$ cat config.mk
export PLATFORM = sky130hd
export DESIGN_NAME = ri2p_stack_mem
export DESIGN_NICKNAME = d
export VERILOG_FILES = /design/src/rtl/core/ri2p_pkg.sv /design/src/rtl/core/ri2p_stack_mem.sv
export SDC_FILE = /design/constraint.sdc
export NUM_CORES = 1
export LEC_CHECK = 0
export BUFFER_PORTS_ARGS = -buffer_cell sky130_fd_sc_hd__buf_4
export CAP_MARGIN = 20
export CORE_MARGIN = 2
export CORE_UTILIZATION = 54
export CTS_BUF_LIST = sky130_fd_sc_hd__clkbuf_8
export DETAILED_ROUTE_END_ITERATION = 10
export GPL_ROUTABILITY_DRIVEN = 0
export GPL_TIMING_DRIVEN = 0
export PLACE_DENSITY_LB_ADDON = 0.12
export SETUP_SLACK_MARGIN = 0.05
export SLEW_MARGIN = 30
export SYNTH_ARGS = -nofsm -noshare
export SYNTH_HDL_FRONTEND = slang
export SYNTH_SLANG_ARGS = --single-unit
$ cat constraint.sdc
create_clock -name clk -period 2.2 [get_ports clk]
set_input_delay 0.33 -clock clk [delete_from_list [all_inputs] [get_ports clk]]
set_output_delay 0.33 -clock clk [all_outputs]
set_load 0.02 [all_outputs]
$ cat src/rtl/core/ri2p_pkg.sv
`default_nettype none
// ----------------------------------------------------------------------------
// ri2p_pkg
// Shared types and codes for the regex infix-to-postfix converter.
// ----------------------------------------------------------------------------
package ri2p_pkg;

	localparam int KIND_W = 3;
	localparam int LIT_W  = 8;
	localparam int POS_W  = 16;
	localparam int ERR_W  = 2;

	// token kinds
	localparam logic [KIND_W-1:0] K_LIT  = 3'd0;
	localparam logic [KIND_W-1:0] K_STAR = 3'd1;
	localparam logic [KIND_W-1:0] K_CAT  = 3'd2;
	localparam logic [KIND_W-1:0] K_OR   = 3'd3;
	localparam logic [KIND_W-1:0] K_LPAR = 3'd4;
	localparam logic [KIND_W-1:0] K_RPAR = 3'd5;

	// error codes
	localparam logic [ERR_W-1:0] E_NONE     = 2'd0;
	localparam logic [ERR_W-1:0] E_UNM_RPAR = 2'd1;
	localparam logic [ERR_W-1:0] E_UNM_LPAR = 2'd2;
	localparam logic [ERR_W-1:0] E_OVERFLOW = 2'd3;

	// operator precedence
	localparam logic [1:0] PREC_STAR = 2'd3;
	localparam logic [1:0] PREC_CAT  = 2'd2;
	localparam logic [1:0] PREC_OR   = 2'd1;
	localparam logic [1:0] PREC_NONE = 2'd0;

	typedef struct packed {
		logic [KIND_W-1:0] kind;
		logic [LIT_W-1:0]  literal;
		logic [POS_W-1:0]  position;
		logic              expr_end;
	} token_t;

	typedef struct packed {
		logic [POS_W-1:0]  position;
		logic [KIND_W-1:0] kind;
	} entry_t;

	typedef struct packed {
		logic [KIND_W-1:0] kind;
		logic [LIT_W-1:0]  literal;
		logic [POS_W-1:0]  position;
		logic              present;
		logic [ERR_W-1:0]  err;
		logic              done;
		logic              last;
	} result_t;

	function automatic logic [1:0] prec_of(input logic [KIND_W-1:0] kind);
		logic [1:0] p;
		case (kind)
			K_STAR:  p = PREC_STAR;
			K_CAT:   p = PREC_CAT;
			K_OR:    p = PREC_OR;
			default: p = PREC_NONE;
		endcase
		return p;
	endfunction

endpackage
`default_nettype wire

$ cat src/rtl/core/ri2p_stack_mem.sv
`default_nettype none
// ----------------------------------------------------------------------------
// ri2p_stack_mem
// Operator stack storage: one write port, one read port, registered read.
// ----------------------------------------------------------------------------
module ri2p_stack_mem import ri2p_pkg::*; #(
	parameter int DEPTH = 32,
	localparam int AW = $clog2(DEPTH)
) (
	input  wire          clk,
	input  wire          we,
	input  wire [AW-1:0] waddr,
	input  entry_t       wdata,
	input  wire          re,
	input  wire [AW-1:0] raddr,
	output entry_t       rdata
);

	entry_t mem [DEPTH];

	always_ff @(posedge clk) begin
		if (we) begin
			mem[waddr] <= wdata;
		end
	end

	always_ff @(posedge clk) begin
		if (re) begin
			rdata <= mem[raddr];
		end
	end

endmodule
`default_nettype wire

==> flow_summary_export.csv <==
group,metric,value,unit
sta,finalHoldWorstSlack,0.0590,ns
die,die_width,217,um
sta,finalHoldViolations,0,
setup_path,r2r_start,"mem[3][8]",
route,postRouteAntennaNets,0,
route,wl,58.2,mm
sta,max_clock_freq,482,MHz
setup_path,reg2reg_depth,5,
layout,syn2layout_area_growth,13.0,%
placed_design,dp.cells,1998,
synth,ys_ff_latch,627,
power,irDropWorstVdd,0.432,mV
clock_network,cts_tree,"built",
sta,rsz0062_at_grt,"false",
synth,ys_seq_area_frac,0.771,
grt,grt_max_degree,33,
sta,fin_tns_setup,0,ns
layout,final_cells,2160,
setup_path,crit_required,2.56,ns
grt,overflow,0,
setup_path,endpoint_kind,"flip-flop",
setup_path,cp-start-kind,"input port",
placed_design,port_buffers,49,
synth,yosys_warnings,0,
min_path,min_path_cells,1,
run,cap_violations,0,
clock_network,htree_levels,3,
layout,final_cell_mix,"627 x edfxtp_1, 304 x mux2i_1, 101 x clkbuf_8",
clock_network,post-cts-setup-buffers,0,
clock_network,root_buffer,"clkbuf_8",
grt,antenna_found_initial,1,
layout,final_common_cell,"edfxtp_1",
layout,drive_gt1_frac,0.168,
die,rows,77,
synth,post_synth_and_or_nand_nor_area_fraction,0.0326,
synth,synth_adder_area_share,0,
synth,synth_top_family_by_area,"multiplexers",
route,vias,12800,
synth,synth_mux_area_frac,0.125,
min_path,worstHoldEndpoint,"rdata[8]",
clock_network,cts.sinks,627,
synth,synth_xor_area_frac,0,
clock_network,clk_latency,0.67,ns
grt,first_global_vias,12800,
placed_design,placed_cell_area,26000,um2
power,leakage,9.68,nW
setup_path,reg2reg_slack,0.34,ns
layout,nets,1536,
clock_network,cts_buffers,96,
grt,grt_usage,0.253,
synth,async_flop_share,0,
route,post-route-drc-count,0,
sta,setup_viol,0,
die,die_area,47000,um2
synth,avgSynthCellArea,18.2,um2
route,via_per_inst,5.92,
sta,slew_viol_final,0,
grt,grt_pass1_wl,84.1,mm
sta,tightest_slew,1.05,ns
synth,synthesis.area,24400,um2
setup_path,r2r_end,"rdata[8]",
synth,synth_fp_nets,1378,
die,initial_utilization,0.550,
sta,finalCritPeriodShare,0.943,
synth,syn_inst,1346,
sta,period_needed,2.07,ns
setup_path,cp_max_fo,10,
placed_design,hpwl,36.4,mm
synth,synthFlopType,"edfxtp_1",
setup_path,critPathKind,"in -> reg",
sta,relSlewSlack,0.299,
die,fp.dieH,217,um
clock_network,cts_resized,1,
layout,stdcell_area,27600,um2
layout,n_fill_cell,3218,
setup_path,arrival,2.44,ns
synth,synth_edf_count,627,
power,powerDensity,842,nW/um2
route,first_pass_iters,6,
die,io_pins,51,
sta,finClkSkew,0.0275,ns
synth,synth_cell_types,26,
synth,synth_compound_area_frac,0.0496,
clock_network,holdBufCountCts,0,
clock_network,clk_pin_slew,0.06,ns
outcome,outcome,"completed",
min_path,holdCritPathClass,"in -> reg",
route,drtIter0Drc,1371,
min_path,min-delay-start,"re",
die,core,44400,um2
route,wl_per_cell,27.0,um
clock_network,cts_buffer_depth,3,
[critical path, cell delays in order]
cell,delay [ns]
buf_4,0.11
nor2b_1,0.40
clkbuf_1,0.63
a22oi_1,0.21
a31oi_1,0.51
nand3_1,0.24
[metal layers]
layer	GRT usage	wire (um)
met5	0	0
met4	0.109	2100
met3	0.0500	4440
met2	0.376	26100
met1	0.368	25500
[how the worst max path moves through the flow]
stage | from | end | slack, ns | cells after the start
after detailed placement | raddr[1] | rdata[6] | -0.74 | 7
after global placement | waddr[1] | mem[12][9] | -1.07 | 4
after CTS | raddr[1] | rdata[3] | 0.21 | 6
after floorplan | waddr[1] | mem[12][0] | -0.0002 | 3
after global routing | raddr[1] | rdata[8] | 0.14 | 7
final | raddr[1] | rdata[3] | 0.13 | 6
[area by class of cell]
| class | count | area [um2] | share of cell area |
|---|---|---|---|
| Timing Repair Buffer | 60 | 572 | 0.0207 |
| Clock inverter | 60 | 240 | 0.00870 |
| Tap cell | 592 | 741 | 0.0268 |
| Multi-Input combinational cell | 641 | 5290 | 0.191 |
| Buffer | 78 | 558 | 0.0202 |
| Clock buffer | 101 | 1390 | 0.0503 |
| Antenna cell | 1 | 2.50 | 0.0000906 |
| Sequential cell | 627 | 18800 | 0.682 |
[sequential cells by signal (all words and copies together) (netlist names)]
register  cells
mem         608
rdata        19
[cell usage after synthesis, types with 2 or more instances]
| cell type | instances | area (um2) |
|---|---|---|
| a22o_1 | 38 | 333 |
| buf_4 | 15 | 113 |
| clkbuf_1 | 18 | 67.6 |
| nand3_1 | 40 | 200 |
| nor3_1 | 19 | 95.1 |
| a22oi_1 | 76 | 571 |
| nand3b_1 | 5 | 37.5 |
| buf_2 | 20 | 100 |
| nor2_1 | 34 | 128 |
| a21oi_1 | 38 | 190 |
| nand2_1 | 39 | 146 |
| or3b_2 | 3 | 26.3 |
| a31oi_1 | 19 | 119 |
| buf_8 | 6 | 90.1 |
| buf_6 | 13 | 146 |
| nand2b_1 | 2 | 12.5 |
| edfxtp_1 | 627 | 18800 |
| nand4_1 | 19 | 119 |
| buf_1 | 5 | 18.8 |
| mux2i_1 | 304 | 3040 |
[per-stage QoR]
stage | util | worst slack, ns | total power, mW
after floorplan | - | -0.000152 | 14.4
after global placement | 0.575 | -1.07 | 15.0
after detailed placement | 0.585 | -0.743 | 15.1
after CTS | 0.622 | 0.214 | 23.4
after global routing | 0.622 | 0.140 | 24.0
final | 0.622 | 0.125 | 23.2
[kinds of logic after synthesis]
| kind of cell | after synthesis |
|---|---|
| DFF | 627 |
| buffers and inverters | 78 |
| muxes | 304 |
| AOI/OAI and AO/OA | 171 |
| and+or+nand+nor | 166 |
[report_power, final]
group          internal, mW  leakage [nW]  switching, mW
clock                  4.18         0.944           4.20
combinational         0.477          3.08           1.01
sequential             13.3          5.66         0.0384
No activity file was read; power rests on OpenSTA's default activity.
